--- config.mk ---
export PLATFORM = sky130hd
export DESIGN_NAME = ami_mul
export DESIGN_NICKNAME = d
export VERILOG_FILES = /design/src/rtl/affine_matrix_inverse_core_macros.svh /design/src/rtl/ami_pkg.sv /design/src/rtl/ami_mul.sv
export SDC_FILE = /design/constraint.sdc
export NUM_CORES = 1
export LEC_CHECK = 0
export ABC_AREA = 0
export ABC_CLOCK_PERIOD_IN_PS = 4350
export BUFFER_PORTS_ARGS = -buffer_cell sky130_fd_sc_hd__buf_4
export CAP_MARGIN = 20
export CORE_MARGIN = 2
export CORE_UTILIZATION = 40
export CTS_BUF_LIST = sky130_fd_sc_hd__clkbuf_4 sky130_fd_sc_hd__clkbuf_8
export DETAILED_ROUTE_END_ITERATION = 10
export SLEW_MARGIN = 15
export SYNTH_ARGS = -nofsm -noshare
export SYNTH_HDL_FRONTEND = slang
export SYNTH_SLANG_ARGS = --single-unit
--- constraint.sdc ---
create_clock -name clock -period 4.35 [get_ports clock]
set_clock_uncertainty 0.1 [all_clocks]
set_input_delay 0.87 -clock clock [delete_from_list [all_inputs] [get_ports clock]]
set_output_delay 0.87 -clock clock [all_outputs]
set_load 0.02 [all_outputs]
--- src/rtl/affine_matrix_inverse_core_macros.svh ---
// ----------------------------------------------------------------------------
// affine_matrix_inverse_core_macros.svh
// Assertion macros shared by the affine inverse RTL.
// ----------------------------------------------------------------------------
`ifndef AFFINE_MATRIX_INVERSE_CORE_MACROS_SVH
`define AFFINE_MATRIX_INVERSE_CORE_MACROS_SVH

// same-cycle implication
`define AMI_ASSERT_NOW(label, pre, post, msg) \
   label: assert property (@(posedge clock) disable iff (reset) (pre) |-> (post)) \
      else $error(msg);

// next-cycle implication
`define AMI_ASSERT_NEXT(label, pre, post, msg) \
   label: assert property (@(posedge clock) disable iff (reset) (pre) |=> (post)) \
      else $error(msg);

`endif

--- src/rtl/ami_pkg.sv ---
// ----------------------------------------------------------------------------
// ami_pkg
// Widths, types and index helpers for the affine matrix inverse.
// ----------------------------------------------------------------------------
`timescale 1ns / 1ps
`default_nettype none

package ami_pkg;

   localparam int DATA_W    = 32;
   localparam int FRAC_W    = 16;
   localparam int IDX_W     = 4;
   localparam int MAT_DEPTH = 12;
   localparam int ADJ_DEPTH = 9;
   localparam int ADJ_W     = 66;
   localparam int ACC_W     = 100;
   localparam int NUM_W     = 114;
   localparam int DEN_W     = 98;
   localparam int Q_W       = NUM_W + 1;
   localparam int TDATA_W   = 40;
   localparam int TUSER_W   = 2;

   typedef enum logic [3:0] {
      ST_LOAD, ST_RDA, ST_RDB, ST_MUL, ST_WAIT, ST_END, ST_DWAIT, ST_OUT, ST_SING
   } state_type;

   typedef enum logic [1:0] {
      PH_ADJ, PH_DET, PH_OUT
   } phase_type;

   function automatic logic [1:0] mod3(input logic [2:0] v);
      logic [1:0] r;
      case (v)
         3'd0, 3'd3: r = 2'd0;
         3'd1, 3'd4: r = 2'd1;
         3'd2, 3'd5: r = 2'd2;
         default:    r = 2'd0;
      endcase
      return r;
   endfunction

   function automatic logic [3:0] adj_idx(input logic [1:0] r, input logic [1:0] c);
      return ({2'b00, r} << 1) + {2'b00, r} + {2'b00, c};
   endfunction

endpackage

`default_nettype wire

--- src/rtl/ami_mul.sv ---
// ----------------------------------------------------------------------------
// ami_mul
// Shift-add sign-magnitude multiplier, one multiplier bit per cycle.
// ----------------------------------------------------------------------------
`timescale 1ns / 1ps
`default_nettype none

module ami_mul (
   input  wire logic                       clock,
   input  wire logic                       reset,
   input  wire logic                       start,
   input  wire logic [ami_pkg::ACC_W-1:0]  mcand,
   input  wire logic [ami_pkg::DATA_W-1:0] mplier,
   output logic                            done,
   output logic                            neg,
   output logic [ami_pkg::ACC_W-1:0]       prod_mag
);
   import ami_pkg::*;

   localparam int CNT_W = $clog2(DATA_W + 2);

   logic [ACC_W-1:0]  a_ff, p_ff;
   logic [DATA_W:0]   b_ff;
   logic [CNT_W-1:0]  cnt_ff;
   logic              busy_ff, done_ff, neg_ff;

   always_ff @(posedge clock) begin
      if (reset) begin
         busy_ff <= 1'b0;
         done_ff <= 1'b0;
         cnt_ff  <= '0;
      end else begin
         done_ff <= 1'b0;
         if (start) begin
            busy_ff <= 1'b1;
            cnt_ff  <= '0;
         end else if (busy_ff) begin
            cnt_ff <= cnt_ff + 1'b1;
            if (cnt_ff == CNT_W'(DATA_W)) begin
               busy_ff <= 1'b0;
               done_ff <= 1'b1;
            end
         end
      end
   end

   always_ff @(posedge clock) begin
      if (start) begin
         a_ff   <= mcand[ACC_W-1] ? (~mcand + 1'b1) : mcand;
         b_ff   <= mplier[DATA_W-1] ? (~{1'b1, mplier} + 1'b1) : {1'b0, mplier};
         p_ff   <= '0;
         neg_ff <= mcand[ACC_W-1] ^ mplier[DATA_W-1];
      end else if (busy_ff) begin
         if (b_ff[0]) p_ff <= p_ff + a_ff;
         a_ff <= a_ff << 1;
         b_ff <= b_ff >> 1;
      end
   end

   assign done     = done_ff;
   assign neg      = neg_ff;
   assign prod_mag = p_ff;

endmodule

`default_nettype wire

==> results by group <==
Worst setup path
  • Worst Setup End Kind: flop
  • Worst reg-to-reg setup slack: around 0.12 ns
  • Critical path class: reg2reg
  • Worst r2r src: a_ff[6]
  • Critical Path RT: roughly 4.8 ns
  • CP Launch Type: flop
  • Worst reg2reg path depth: 13
  • Crit path DAT: about 4.7 ns
  • Crit Path Max Fanout: 4
  • R2r endpoint: prod_mag[86]

Yosys
  • Total number of yosys warnings: 0
  • Post-synthesis adder-cell area fraction: 0.0724
  • Number of synthesized register bits: 242
  • Synth Area in XOR/XNOR: 0.104
  • Sequential-to-total area share from yosys stat: 0.342
  • Synthesized instance count: between 2,000 and 2,500
  • Synth Area per Inst: between 8 and 9 µm²
  • Post-synthesis cell area: between 15,000 and 20,000 µm²
  • Syn Nets: around 2,400
  • Compound-cell area share of the yosys netlist: 0.240
  • Largest family of logic cells by synthesized area: compound AO/OA/AOI/OAI gates
  • Yosys top cell area share: 0.223
  • Post-synthesis simple-gate area fraction: 0.193
  • Post-synth EDFFs: between 100 and 150
  • Post-synthesis mux area share: 0.0127
  • Ys async rst share: 0
  • Dominant cell type by area after synthesis: edfxtp_1
  • Synth cell types: 81
  • Synth top area cells: edfxtp_1, dfxtp_1, a21oi_1
  • Synth Flop Type: edfxtp_1

Global routing
  • Vias in the first global route: about 17,000
  • Total GRT Usage: 0.249
  • Initial antenna violation count: 3
  • Largest net degree at the start of global routing: ~130
  • First-pass GRT wire length: approximately 93 mm
  • GR Overflow Total: 0

Power
  • Clock power frac: 0.312
  • P_leak: around 0.0092 µW
  • VDD IR-drop max: ~0.23 mV
  • Comb pwr share: 0.326
  • P_sw: ~2900 µW
  • PwrDens: 367 nW/µm²
  • Seq pwr share: 0.362
  • Sw Ratio: 0.361
  • Internal power: around 5100 µW

Worst hold path
  • Hold_sp: reset
  • Hold Path Class: in2reg
  • Hold path endpoint: busy_ff
  • Hold Path Depth: 2

Clocking
  • Hold buffers post-CTS: 0
  • CTS tree: done
  • H-tree depth: 2
  • CTS max path bufs: 3
  • CTS Buf Count: 47
  • CTS Sinks: 242
  • Post-CTS Setup Inserts: 0
  • Resized Gates After CTS: 0
  • Worst-Skew Late Latency: ~0.64 ns
  • Clk root buf: clkbuf_8
  • Clk slew on worst S/H paths: approximately 0.06 ns

STA
  • Hold WS: between 0.3 and 0.4 ns
  • Relative slew margins: 0.374
  • Max Freq: approximately 0.24 GHz
  • Setup TNS: 0 ns
  • Unrepaired setup endpoints after global routing: false
  • Fin. Hold Viols: 0
  • Final period util: 0.972
  • Slew Limit Fails: 0
  • Min cycle time layout: about 4.2 ns
  • Measured slew at the worst slew-check pin: about 0.94 ns
  • Count of final setup violators: 0

Die
  • Die area: around 47,000 µm²
  • Starting Density: 0.407
  • Die width: between 200 and 250 µm
  • Floorplan Core Area: 44,400 µm²
  • # rows: just under 80
  • I/O Pins: between 200 and 250
  • Die height: between 200 and 250 µm

Place
  • I/O Buffers: approximately 240
  • Dpl hpwl: 45.6 mm
  • Placer Congestion: 0.996

Layout
  • Most frequent cells in the layout: a21oi_1, buf_4, nand2_1
  • Multi-input gate area: about 11,000 µm²
  • # fillers: 4,350
  • Register Area: slightly above 6000 µm²
  • Most common cell after layout, fill and taps aside: a21oi_1
  • Share of cells above drive strength 1: 0.188
  • Final #Nets: 2,685
  • Area grow syn2layout: 20.8%

Run status
  • Outcome: finished clean

Route
  • Drt total wl: 59.8 mm
  • Via-per-instance ratio: ~5.7
  • DRC: 0
  • Via count: between 15,000 and 20,000
  • Routed WL per cell: between 15 and 20 µm
  • First-pass DRT Iterations: 6
  • ANT nets after route: 0
  • Drt initial violations: approximately 1,400

Flow run
  • MaxCap Viol Count: 0
==> cell usage after synthesis, drive strengths merged (12+ instances only) <==
master / n
a31oi: 18
a21o: 66
nor2: 204
mux2: 16
nor3: 28
xnor2: 64
or2: 13
xor2: 150
a21oi: 324
dfxtp: 108
o31ai: 49
o41ai: 15
o21bai: 35
clkbuf: 120
inv: 43
ha: 103
nor4: 19
nand3: 33
and2: 12
nand4: 56
or4: 21
or3: 29
edfxtp: 134
nand2: 288
o21ai: 112
==> cells by family after synthesis <==
group,Yosys count
simple gates,744
other cells,1
compound gates,706
mux,21
xor+xnor,214
fa+ha+maj,104
buf+inv,174
flops,242
==> worst max-delay path: stages, from the launching register on <==
cell and delay, ns:
edfxtp_1 0.40, ha_1 0.37, inv_1 0.10, o31ai_2 0.31
a221oi_1 0.17, a211oi_2 0.31, o21ai_1 0.24, o31a_1 0.43
or3_4 0.43, a2111oi_4 0.37, nor2_1 0.17, o31a_1 0.30
or4_1 0.40, nand3_1 0.07
==> worst max path at each step <==
stage	startpoint	to	slack, ns
after floorplan	mcand[50]	a_ff[88]	0.29
after global placement	mcand[50]	a_ff[87]	-0.12
after detailed placement	mcand[50]	a_ff[88]	-0.13
after CTS	a_ff[10]	prod_mag[77]	0.15
after global routing	a_ff[10]	prod_mag[77]	0.01
final	a_ff[6]	prod_mag[86]	0.12
==> through the flow <==
| step | worst slack (ns) | area (µm²) | instances | util | total power [µW] |
|---|---|---|---|---|---|
| final | 0.123 | 21800 | 3078 | 0.492 | 8020 |
| after global routing | 0.0114 | 21800 | 3077 | 0.492 | 8470 |
| after CTS | 0.153 | 21800 | 3077 | 0.491 | 8070 |
| after detailed placement | -0.132 | 20800 | 2989 | 0.468 | 5520 |
| after global placement | -0.118 | 20800 | 2989 | 0.468 | 5510 |
| after floorplan | 0.292 | 18100 | 2206 | - | 4620 |
==> power by group through the flow <==
stage	Sequential (µW)	Clock (µW)	Combinational [µW]
floorplan	2970	0	1650
global placement	2950	0	2560
detailed placement	2950	0	2580
CTS	2900	2580	2590
global route	2930	2660	2880
finish	2900	2500	2620
==> registers in the layout, summed over array words and instances (netlist names) <==
register / count
cnt_ff: 6
a_ff: 100
b_ff: 33
neg: 1
done: 1
busy_ff: 1
prod_mag: 100
==> layout make-up <==
cell class,count,share of cell area
multi-input combinational,1790,0.516
timing repair buffer,322,0.112
tap,592,0.0339
sequential,242,0.283
clock inverter,15,0.00516
antenna,1,0.000115
clock buffer,73,0.0414
inverter,43,0.00739
==> metal layers <==
layer	up-vias	GRT usage	part of all wire
met1	8227	0.327	0.44
met5	-	0	0.00057
met3	133	0.0601	0.083
li1	8545	-	-
met4	6	0.105	0.039
met2	640	0.390	0.44
No activity file was read; power rests on OpenSTA's default activity.
