$ cat src/rtl/affine_matrix_inverse_core_macros.svh
// ----------------------------------------------------------------------------
// affine_matrix_inverse_core_macros.svh
// Assertion macros shared by the affine inverse RTL.
// ----------------------------------------------------------------------------
`ifndef AFFINE_MATRIX_INVERSE_CORE_MACROS_SVH
`define AFFINE_MATRIX_INVERSE_CORE_MACROS_SVH

// same-cycle implication
`define AMI_ASSERT_NOW(label, pre, post, msg) \
   label: assert property (@(posedge clock) disable iff (reset) (pre) |-> (post)) \
      else $error(msg);

// next-cycle implication
`define AMI_ASSERT_NEXT(label, pre, post, msg) \
   label: assert property (@(posedge clock) disable iff (reset) (pre) |=> (post)) \
      else $error(msg);

`endif

$ cat src/rtl/ami_pkg.sv
// ----------------------------------------------------------------------------
// ami_pkg
// Widths, types and index helpers for the affine matrix inverse.
// ----------------------------------------------------------------------------
`timescale 1ns / 1ps
`default_nettype none

package ami_pkg;

   localparam int DATA_W    = 32;
   localparam int FRAC_W    = 16;
   localparam int IDX_W     = 4;
   localparam int MAT_DEPTH = 12;
   localparam int ADJ_DEPTH = 9;
   localparam int ADJ_W     = 66;
   localparam int ACC_W     = 100;
   localparam int NUM_W     = 114;
   localparam int DEN_W     = 98;
   localparam int Q_W       = NUM_W + 1;
   localparam int TDATA_W   = 40;
   localparam int TUSER_W   = 2;

   typedef enum logic [3:0] {
      ST_LOAD, ST_RDA, ST_RDB, ST_MUL, ST_WAIT, ST_END, ST_DWAIT, ST_OUT, ST_SING
   } state_type;

   typedef enum logic [1:0] {
      PH_ADJ, PH_DET, PH_OUT
   } phase_type;

   function automatic logic [1:0] mod3(input logic [2:0] v);
      logic [1:0] r;
      case (v)
         3'd0, 3'd3: r = 2'd0;
         3'd1, 3'd4: r = 2'd1;
         3'd2, 3'd5: r = 2'd2;
         default:    r = 2'd0;
      endcase
      return r;
   endfunction

   function automatic logic [3:0] adj_idx(input logic [1:0] r, input logic [1:0] c);
      return ({2'b00, r} << 1) + {2'b00, r} + {2'b00, c};
   endfunction

endpackage

`default_nettype wire

$ cat src/rtl/ami_div.sv
// ----------------------------------------------------------------------------
// ami_div
// Restoring divider, one quotient bit per cycle, round half away from zero.
// ----------------------------------------------------------------------------
`timescale 1ns / 1ps
`default_nettype none

module ami_div (
   input  wire logic                      clock,
   input  wire logic                      reset,
   input  wire logic                      start,
   input  wire logic [ami_pkg::NUM_W-1:0] num_mag,
   input  wire logic [ami_pkg::DEN_W-1:0] den_mag,
   output logic                           done,
   output logic [ami_pkg::Q_W-1:0]        quot
);
   import ami_pkg::*;

   localparam int CNT_W = $clog2(NUM_W + 1);

   logic [DEN_W-1:0] rem_ff, den_ff;
   logic [NUM_W-1:0] num_ff, q_ff;
   logic [Q_W-1:0]   quot_ff;
   logic [CNT_W-1:0] cnt_ff;
   logic             busy_ff, done_ff;
   logic [DEN_W:0]   trial;
   logic             fits;

   assign trial = {rem_ff, num_ff[NUM_W-1]};
   assign fits  = trial >= {1'b0, den_ff};

   always_ff @(posedge clock) begin
      if (reset) begin
         busy_ff <= 1'b0;
         done_ff <= 1'b0;
         cnt_ff  <= '0;
      end else begin
         done_ff <= 1'b0;
         if (start) begin
            busy_ff <= 1'b1;
            cnt_ff  <= '0;
         end else if (busy_ff) begin
            cnt_ff <= cnt_ff + 1'b1;
            if (cnt_ff == CNT_W'(NUM_W)) begin
               busy_ff <= 1'b0;
               done_ff <= 1'b1;
            end
         end
      end
   end

   always_ff @(posedge clock) begin
      if (start) begin
         rem_ff <= '0;
         den_ff <= den_mag;
         num_ff <= num_mag;
         q_ff   <= '0;
      end else if (busy_ff) begin
         if (cnt_ff == CNT_W'(NUM_W)) begin
            // round: twice the remainder against the divisor
            quot_ff <= {1'b0, q_ff} + Q_W'({rem_ff, 1'b0} >= {1'b0, den_ff});
         end else begin
            rem_ff <= fits ? DEN_W'(trial - {1'b0, den_ff}) : trial[DEN_W-1:0];
            num_ff <= num_ff << 1;
            q_ff   <= {q_ff[NUM_W-2:0], fits};
         end
      end
   end

   assign done = done_ff;
   assign quot = quot_ff;

endmodule

`default_nettype wire

$ cat config.mk
export PLATFORM = sky130hd
export DESIGN_NAME = ami_div
export DESIGN_NICKNAME = d
export VERILOG_FILES = /design/src/rtl/affine_matrix_inverse_core_macros.svh /design/src/rtl/ami_pkg.sv /design/src/rtl/ami_div.sv
export SDC_FILE = /design/constraint.sdc
export NUM_CORES = 1
export LEC_CHECK = 0
export BUFFER_PORTS_ARGS = -buffer_cell sky130_fd_sc_hd__buf_2
export CAP_MARGIN = 25
export CORE_AREA = 2 2 310 312
export CTS_CLUSTER_SIZE = 28
export DETAILED_ROUTE_END_ITERATION = 7
export DIE_AREA = 0 0 312 314
export GPL_ROUTABILITY_DRIVEN = 1
export PLACE_DENSITY = 0.47
export SLEW_MARGIN = 10
export SYNTH_ARGS = -nofsm -noshare
export SYNTH_HDL_FRONTEND = slang
export SYNTH_SLANG_ARGS = --single-unit
export TNS_END_PERCENT = 20
$ cat constraint.sdc
create_clock -name clock -period 8.4 [get_ports clock]
set_input_delay 1.26 -clock clock [delete_from_list [all_inputs] [get_ports clock]]
set_output_delay 1.26 -clock clock [all_outputs]
set_load 0.01 [all_outputs]
==> key figures, run 1 <==
Finish
  • Commonest non-fill, non-tap cells in the layout: buf_2, edfxtp_1, nand2_1
  • Layout cells sized above 1: approximately a fifth
  • Area Growth Syn to Fin: 17.71%
  • Final #Nets: roughly 3.3k
  • Commonest non-fill, non-tap cell in the layout: buf_2

Worst setup path
  • R2R Path End: quot[86]
  • Worst Reg2Reg Path Length in Cells: 21
  • Reg2Reg Setup Slack: approximately 2200 ps
  • Worst Path Required: ~9000 ps
  • Crit Path Category: flop to flop
  • Worst r2r src: den_ff[52]
  • CP max stage cell: or4_1
  • Startpoint types: flop
  • Critical path endpoint category: flop
  • Critical path peak fanout: 8
  • CP max stage delay: between 700 and 800 ps
  • Critical-path cell list: inv_1 > ha_1 > a21oi_1 > o21ai_1 > a21oi_1 > o311ai_1 > a21oi_1 > o21ai_1 > o21bai_1 > ha_1 > ha_1 > nand4_2 > nor4_4 > nand4_2 > nor4_4 > nand3_2 > or4_1 > nor4_4 > and2_2 > nand3_1 > xnor2_1
  • Top delay family on crit path: simple AND/OR/NAND/NOR gates
  • Arr. time, crit path: about 6600 ps
  • Buf/Inv on CP: 1

Floorplanning
  • IO Pins: about 330
  • Rows: 113
  • Die Area: 97970 um^2
  • Die Wd: 312 um
  • Starting Density: 29.82%
  • Die Y: ~310 um
  • Core area: approximately 94000 um^2

Power and ir drop
  • Leakage power: 12.74 nW
  • Max VDD drop: ~130 uV
  • Power Density: roughly 210 nW/um^2
  • Power Total: ~7 mW

Timing
  • Fmax: around 160 MHz
  • Slew margin rel.: a little under a third
  • Fin. Hold Viols: 0
  • Slew Viols, Final: 0
  • Clock skew: roughly 30 ps
  • Final setup TNS: 0 ps
  • Setup violators final: 0
  • Slew of the pin with the lowest slew margin: between 1000 and 1500 ps
  • Final period utilization: between 70% and 80%
  • RSZ-0062 raised after global routing: false
  • Min cycle time layout: 6214 ps

Clocking
  • Clk buf depth: 3
  • Root Driver: clkbuf_16
  • Reg clk slew, reported paths: ~60 ps
  • Num Clock Sinks: 548
  • Worst-Skew Late Latency: between 600 and 700 ps
  • CTS tree: yes
  • Hold buffers post-CTS: 0
  • TritonCTS Buffers: about 70
  • Htree depth: 3
  • Postcts setup bufs: 0
  • Post-CTS Resized: 0

Route
  • DR vias/cell: ~5
  • DRT Pass-1 Iters: 6
  • Via count: between 20k and 25k
  • Starting DRT DRC Count: roughly 1.5k
  • Routed wire per std cell: roughly 19 um
  • DRT Wirelength: around 82000 um
  • Residual DRC count: 0
  • Detail Route Antenna Nets: 0

Yosys
  • Ranking of synthesized cells by area: edfxtp_1, dfxtp_1, ha_1
  • Top FF cell, synth: edfxtp_1
  • Syn_area_per_cell: 10.30 um^2
  • Yosys top cell by area: edfxtp_1
  • Syn nets: approximately 3.1k
  • Ys async rst share: 0%
  • Register bit total from synthesis: about 550
  • Synth Warn #: 0
  • Post-synthesis sequential area ratio: about 50%
  • Post-Syn Instances: around 2.7k
  • Top-area cell type share of the netlist area: approximately a third
  • EDFF count, synth: about 330
  • Mapped cell area: 28160 um^2
  • Distinct cell type count after synthesis: 84

Global routing
  • First-pass GRT wire length: 125900 um
  • Largest net degree at the start of global routing: 157
  • Global Route Usage Sum: roughly 16%
  • Initial antenna violation count: 11
  • Grt ovf: 0
  • Vias in the first global route: approximately 21k

Worst hold path
  • Hold Crit Start: q_ff[93]
  • Hold WC Path Type: flop to flop
  • Worst Hold End: q_ff[94]
  • Hold Path Depth: 1

Placed design
  • Port bufs: 330
  • Dpl hpwl: a little under 60000 um
  • Gpl congestion: around 0.86

Outcome
  • Status: finished, final reports clean

Job
  • Max-cap violations: 0
## layer usage
layer / share of wire [%] / GRT usage [%] / vias up
li1: - / - / 10600
met1: 46 / 21.84 / 10350
met2: 46 / 26.31 / 506
met3: 4.6 / 2.655 / 129
met4: 3.3 / 6.316 / 2
met5: 0.016 / 0 / -
## worst max-delay path by stage
stage,start,endpoint,slack [ps],depth (start not counted)
floorplan,start,quot[0],1280,4
global placement,den_ff[56],quot[80],2280,22
detailed placement,den_ff[38],quot[80],2120,22
CTS,den_ff[38],quot[80],2090,22
global route,den_ff[42],quot[88],1580,21
finish,den_ff[52],quot[86],2190,21
## state kept, by name, summed over array words and instances, names as in the netlist
register	flops
quot	115
num_ff	114
q_ff	114
den_ff	98
rem_ff	98
cnt_ff	7
busy_ff	1
done	1
## cells in the mapped netlist, drive strengths merged (85+ instances only)
cell type,count
a21oi,166
a22o,111
nand2,297
xnor2,132
clkbuf,134
inv,136
o21ai,106
mux2,114
ha,103
nor2,188
nand4,85
edfxtp,327
dfxtp,221
## layout make-up
cell class                 instances  area (um^2)
antenna                            7        17.52
clock buffer                      94         1862
clock inverter                    31        296.5
fill                            9754        61300
inverter                         137        516.7
multi-input combinational       1892        12830
sequential                       548        14240
tap                             1265         1583
timing repair buffer             347         1802
## stage by stage
stage          utilization (%)  worst slack [ps]  instances  hold slack [ps]  instance area (um^2)
6_report                 35.10              2186       4321            470.2                 33150
5_1_grt                  35.09              1579       4320            482.6                 33140
4_1_cts                  35.08              2092       4314            470.1                 33130
3_5_place_dp             32.79              2122       4189            460.0                 30970
3_3_place_gp             32.79              2282       4189            453.9                 30970
2_1_floorplan                -              1282       2734            432.9                 28160
## where the power goes
part	switching, mW	internal (mW)
Combinational	0.548	0.339
Sequential	0.0562	2.99
Clock	1.21	1.66
Total	1.82	4.99
## cell families after synthesis
logic type | Yosys count | share of synthesized area (%)
and+or+nand+nor | 826 | 14.12
buffers and inverters | 294 | 3.999
adders and majority gates | 104 | 4.647
xor gates and xnor gates | 195 | 6.065
muxes | 120 | 4.772
DFF | 548 | 50.58
AOI/OAI and AO/OA | 647 | 15.81
Note: power is estimated with default switching activity, not from simulation.
==> inputs of run 2 (changes only) <==
==> constraint.sdc (replaced) <==
create_clock -name clock -period 5.9 [get_ports clock]
set_input_delay 0.885 -clock clock [delete_from_list [all_inputs] [get_ports clock]]
set_output_delay 0.885 -clock clock [all_outputs]
set_load 0.01 [all_outputs]
==> key figures, run 2 (same netlist as run 1, synthesis figures left out) <==
Outcome
  • Status: finished, final reports clean (unchanged)

Route
  • Residual DRC count: 0 (unchanged)
  • Routed wire per std cell: 18.80 um (was 18.87 um)
  • DRT Wirelength: 82410 um (was 81520 um)
  • Via count: 21.77k (was 21.59k)
  • DR vias/cell: 4.966 (was 4.997)
  • Detail Route Antenna Nets: 0 (unchanged)
  • DRT Pass-1 Iters: 5 (was 6)
  • Starting DRT DRC Count: 1543 (was 1478)

Clocking
  • Clk buf depth: 3 (unchanged)
  • Root Driver: clkbuf_16 (unchanged)
  • Htree depth: 3 (unchanged)
  • Num Clock Sinks: 548 (unchanged)
  • CTS tree: yes (unchanged)
  • Reg clk slew, reported paths: 60 ps (about the same)
  • Worst-Skew Late Latency: 640 ps (was 630 ps)
  • Hold buffers post-CTS: 0 (unchanged)
  • TritonCTS Buffers: 67 (was 69)

Timing
  • Fmax: 181.4 MHz (was 160.9 MHz)
  • Final period utilization: 93.45% (was 73.98%)
  • Min cycle time layout: 5514 ps (was 6214 ps)
  • Slew Viols, Final: 0 (unchanged)
  • Slew margin rel.: 38.73% (was 31.15%)
  • WHS: 424.7 ps (was 470.2 ps)
  • Final setup TNS: 0 ps (unchanged)
  • Clock skew: 33.10 ps (was 29.74 ps)
  • Setup violators final: 0 (unchanged)
  • Fin. Hold Viols: 0 (unchanged)
  • RSZ-0062 raised after global routing: false (unchanged)
  • Fin worst setup slack: 386.3 ps (was 2186 ps)
  • Slew of the pin with the lowest slew margin: 917.4 ps (was 1029 ps)

Finish
  • Finished Layout Cells: 4383 (was 4321)
  • Area Growth Syn to Fin: 19.80% (was 17.71%)
  • Post-Layout Inst Area: 33740 um^2 (was 33150 um^2)
  • Final #Nets: 3383 (was 3314)
  • Fin util: 35.72% (was 35.10%)
  • Layout cells sized above 1: 21.63% (was 19.48%)
  • Commonest non-fill, non-tap cell in the layout: buf_2 (unchanged)
  • Max FFs per register: 115 (unchanged)
  • Commonest non-fill, non-tap cells in the layout: buf_2, edfxtp_1, nand2_1 (unchanged)

Job
  • Max-cap violations: 0 (unchanged)

Worst setup path
  • Worst Path Required: 6260 ps (was 8760 ps)
  • Worst Setup SP: den_ff[38] (was den_ff[52])
  • Crit Path Category: flop to flop (unchanged)
  • Critical path endpoint category: flop (unchanged)
  • Critical path peak fanout: 5 (was 8)
  • Arr. time, crit path: 5870 ps (was 6570 ps)
  • Startpoint types: flop (unchanged)
  • Worst r2r src: den_ff[38] (was den_ff[52])

Global routing
  • Largest net degree at the start of global routing: 154 (was 157)
  • Vias in the first global route: 21.34k (was 21.19k)
  • Initial antenna violation count: 3 (was 11)
  • Grt ovf: 0 (unchanged)
  • Global Route Usage Sum: 16.41% (was 16.29%)
  • First-pass GRT wire length: 126900 um (was 125900 um)

Floorplanning
  • Core area: 94450 um^2 (unchanged)
  • Die Area: 97970 um^2 (unchanged)
  • Starting Density: 29.82% (unchanged)
  • Rows: 113 (unchanged)
  • Die Y: 314 um (unchanged)
  • Die Wd: 312 um (unchanged)
  • IO Pins: 331 (unchanged)

Placed design
  • Setup WS pre-CTS: 88.04 ps (was 2122 ps)
  • Placed cell area: 31530 um^2 (was 30970 um^2)
  • Cell Count Post-Placement: 4260 (was 4189)
  • Gpl congestion: 0.8692 (was 0.8637)
  • Dpl hpwl: 59790 um (was 58420 um)
  • Port bufs: 330 (unchanged)

Worst hold path
  • Hold Crit Start: den_mag[62] (was q_ff[93])
  • Hold WC Path Type: input pin to flop (was flop to flop)

Power and ir drop
  • Switching share of total power: 26.29% (was 26.70%)
  • Power Density: 291.0 nW/um^2 (was 205.3 nW/um^2)
  • Flop pwr share: 44.1% (was 44.7%)
  • Leakage power: 13.12 nW (was 12.74 nW)
  • Internal power: 7.236 mW (was 4.989 mW)
  • Max VDD drop: 178.8 uV (was 129.6 uV)
  • Comb pwr share: 13.7% (was 13.0%)
  • Clock network power share: 42.2% (about the same)
  • Switching pwr: 2.581 mW (was 1.817 mW)
  • Power Total: 9.817 mW (was 6.806 mW)
==> run 2: repair_timing <==
| item | 4_1_cts | 5_1_grt |
|---|---|---|
| resized for setup | 0 | 3 |
| buffers inserted | 0 | 0 |
| setup endpoints to repair | 0 | 29 |
==> run 2: cell type report <==
type / instances / area, um^2
fill: 9737 / 60710
sequential: 548 / 14240
multi-input combinational: 1892 / 12840
timing repair buffer: 418 / 2360
clock buffer: 90 / 1857
tap: 1265 / 1583
inverter: 137 / 516.7
clock inverter: 31 / 331.6
antenna: 2 / 5.005
==> run 2: layer usage <==
layer / wire length [um] / vias to the layer above / global-route usage (%)
met5: 0 / - / 0
li1: - / 10750 / -
met2: 39330 / 455 / 27.25
met1: 38040 / 10470 / 22.38
met4: 1568 / 0 / 4.578
met3: 3462 / 89 / 2.233
==> run 2: final timing paths <==
check                     to  slack [ps]  cells past startpoint
setup / recovery    quot[76]         390                     21
setup reg to reg    quot[76]         390                     21
hold / removal    den_ff[62]         420                      1
hold reg to reg     q_ff[94]         480                      1
==> run 2: critical path: stages (launching register included) <==
cell and delay (ps):
edfxtp_1 320, inv_1 40, ha_1 300, nand2_1 80, o21ai_0 230, a21oi_1 140, o31ai_1 500, a21oi_1 140
o21ai_1 300, o21bai_2 240, ha_1 230, ha_1 190, nand4_2 150, nor4_4 290, nand4_2 190, nor4_4 370
nand3_2 160, or4_4 580, nor4_4 250, and2_2 260, nand3_1 110, xnor2_1 150
==> run 2: power by group through the flow <==
stage	clock, mW	sequential [mW]	combinational, mW
after global routing	4.45	4.35	1.49
after detailed placement	0	4.41	1.34
after CTS	4.31	4.33	1.34
after global placement	0	4.41	1.35
final	4.14	4.33	1.34
after floorplan	0	4.39	0.896
==> inputs of run 3 (changes only) <==
--- a/config.mk
+++ b/config.mk
@@ -7,10 +7,10 @@
 export LEC_CHECK = 0
 export BUFFER_PORTS_ARGS = -buffer_cell sky130_fd_sc_hd__buf_2
 export CAP_MARGIN = 25
-export CORE_AREA = 2 2 310 312
+export CORE_AREA = 2 2 399 243
 export CTS_CLUSTER_SIZE = 28
 export DETAILED_ROUTE_END_ITERATION = 7
-export DIE_AREA = 0 0 312 314
+export DIE_AREA = 0 0 401 245
 export GPL_ROUTABILITY_DRIVEN = 1
 export PLACE_DENSITY = 0.47
 export SLEW_MARGIN = 10
==> key figures, run 3 (same netlist as run 1, synthesis figures left out) <==
Global routing
  • Largest net degree at the start of global routing: 87 (was 154)
  • First-pass GRT wire length: 129600 um (was 126900 um)
  • Grt ovf: 0 (unchanged)
  • Vias in the first global route: 20.59k (was 21.34k)
  • Global Route Usage Sum: 16.84% (was 16.41%)
  • Initial antenna violation count: 17 (was 3)

Route
  • DRT Pass-1 Iters: 5 (unchanged)
  • Via count: 22.05k (was 21.77k)
  • Residual DRC count: 0 (unchanged)
  • DR vias/cell: 5.038 (was 4.966)
  • DRT Wirelength: 85200 um (was 82410 um)
  • Routed wire per std cell: 19.47 um (was 18.80 um)
  • Starting DRT DRC Count: 1809 (was 1543)
  • Detail Route Antenna Nets: 0 (unchanged)

Timing
  • Setup violators final: 0 (unchanged)
  • Fin. Hold Viols: 0 (unchanged)
  • Fmax: 179.6 MHz (was 181.4 MHz)
  • Clock skew: 38.40 ps (was 33.10 ps)
  • Slew of the pin with the lowest slew margin: 1139 ps (was 917.4 ps)
  • Slew Viols, Final: 0 (unchanged)
  • Slew margin rel.: 23.48% (was 38.73%)
  • Min cycle time layout: 5567 ps (was 5514 ps)
  • Final period utilization: 94.35% (was 93.45%)
  • Final setup TNS: 0 ps (unchanged)

Placed design
  • Dpl hpwl: 62350 um (was 59790 um)
  • Placed cell area: 31610 um^2 (was 31530 um^2)
  • Port bufs: 330 (unchanged)
  • Gpl congestion: 0.8999 (was 0.8692)

Worst setup path
  • Critical path endpoint category: flop (unchanged)
  • Crit Path Category: flop to flop (unchanged)
  • Arr. time, crit path: 5940 ps (was 5870 ps)
  • Critical path peak fanout: 7 (was 5)
  • Startpoint types: flop (unchanged)
  • Worst Path Required: 6270 ps (was 6260 ps)
  • Reg2Reg Setup Slack: 330 ps (was 390 ps)

Power and ir drop
  • Power Density: 282.0 nW/um^2 (was 291.0 nW/um^2)
  • Max VDD drop: 202.2 uV (was 178.8 uV)
  • Leakage power: 13.05 nW (was 13.12 nW)

Floorplanning
  • Die Wd: 401 um (was 312 um)
  • Die Y: 245 um (was 314 um)
  • Core area: 94910 um^2 (was 94450 um^2)
  • Rows: 88 (was 113)
  • Starting Density: 29.67% (was 29.82%)
  • Die Area: 98250 um^2 (was 97970 um^2)
  • IO Pins: 331 (unchanged)

Finish
  • FILL cells: 9705 (was 9737)
  • Final #Nets: 3386 (was 3383)
  • Post-Layout Inst Area: 33570 um^2 (was 33740 um^2)
  • Area Growth Syn to Fin: 19.19% (was 19.80%)
  • Layout cells sized above 1: 21.74% (was 21.63%)
  • Commonest non-fill, non-tap cells in the layout: buf_2, edfxtp_1, nand2_1 (unchanged)
  • Max FFs per register: 115 (unchanged)
  • Fin util: 35.37% (was 35.72%)
  • Commonest non-fill, non-tap cell in the layout: buf_2 (unchanged)

Clocking
  • TritonCTS Buffers: 55 (was 67)
  • Htree depth: 2 (was 3)
  • Reg clk slew, reported paths: 70 ps (was 60 ps)
  • Worst-Skew Late Latency: 650 ps (was 640 ps)
  • CTS tree: yes (unchanged)
  • Root Driver: clkbuf_16 (unchanged)
  • Num Clock Sinks: 548 (unchanged)
  • Clk buf depth: 3 (unchanged)

Outcome
  • Status: finished, final reports clean (unchanged)

Worst hold path
  • Hold WC Path Type: input pin to flop (unchanged)

Job
  • Max-cap violations: 0 (unchanged)
-- run 3: cell types whose count changed in the layout (fill, tap and decap cells not counted), sizes merged --
cell	change
clkbuf	-22
buf	+15
inv	-6
clkinv	+5
bufinv	+4
clkinvlp	+2
-- run 3: per-layer routing --
layer | routed length (um) | part of all wire, % | track usage (%)
met4 | 1260 | 1.5 | 2.808
met3 | 6249 | 7.3 | 4.085
met5 | 78 | 0.092 | 0
met1 | 45930 | 54 | 27.76
met2 | 31680 | 37 | 21.46
-- run 3: worst paths after layout --
path                     from          to  cells past startpoint
setup / recovery   den_ff[66]   quot[112]                     21
hold / removal    den_mag[73]  den_ff[73]                      1
setup reg to reg   den_ff[66]   quot[112]                     21
hold reg to reg       q_ff[9]    q_ff[10]                      2
-- run 3: stage by stage --
step / hold WS (ps) / total power [mW] / setup WS, ps / std cells
floorplan: 432.9 / 5.282 / 788.0 / 2734
global placement: 443.3 / 5.770 / 286.3 / 4268
detailed placement: 452.2 / 5.763 / 129.0 / 4268
CTS: 356.3 / 9.588 / 121.0 / 4372
global route: 367.0 / 9.923 / -29.92 / 4375
finish: 404.6 / 9.465 / 333.3 / 4376
-- run 3: final cells by class --
cell class | count | area (um^2) | area share, %
clock inverters | 36 | 442.9 | 1.320
inverters | 137 | 516.7 | 1.539
well taps | 1260 | 1577 | 4.697
clock buffers | 68 | 1445 | 4.305
repair buffers | 433 | 2472 | 7.366
diodes | 2 | 5.005 | 0.01491
multi-input cells | 1892 | 12860 | 38.32
flip-flops and latches | 548 | 14240 | 42.44
-- run 3: critical path, stage by stage (launching register included) --
cell and delay (ps):
edfxtp_1 320, inv_1 40, ha_1 400, nand4_1 390
nor4_2 480, a21oi_1 140, o21ai_2 260, o21bai_1 150
buf_4 180, ha_1 180, ha_1 180, nand4_2 150
nor4_4 290, nand4_2 200, nor4_4 350, nand3_2 130
or4_1 490, buf_4 200, or2_4 290, nor3_4 180
nand4_1 140, xnor2_1 140
-- run 3: repair_timing --
action	in CTS	in global routing
resized for setup	0	9
setup endpoints to repair	0	29
hold buffers	0	0
setup buffers	0	1
-- run 3: report_power, final --
group / switching [mW] / internal, mW / leakage (nW)
sequential: 0.0793 / 4.25 / 4.89
combinational: 0.841 / 0.537 / 7.24
clock: 1.62 / 2.14 / 0.911
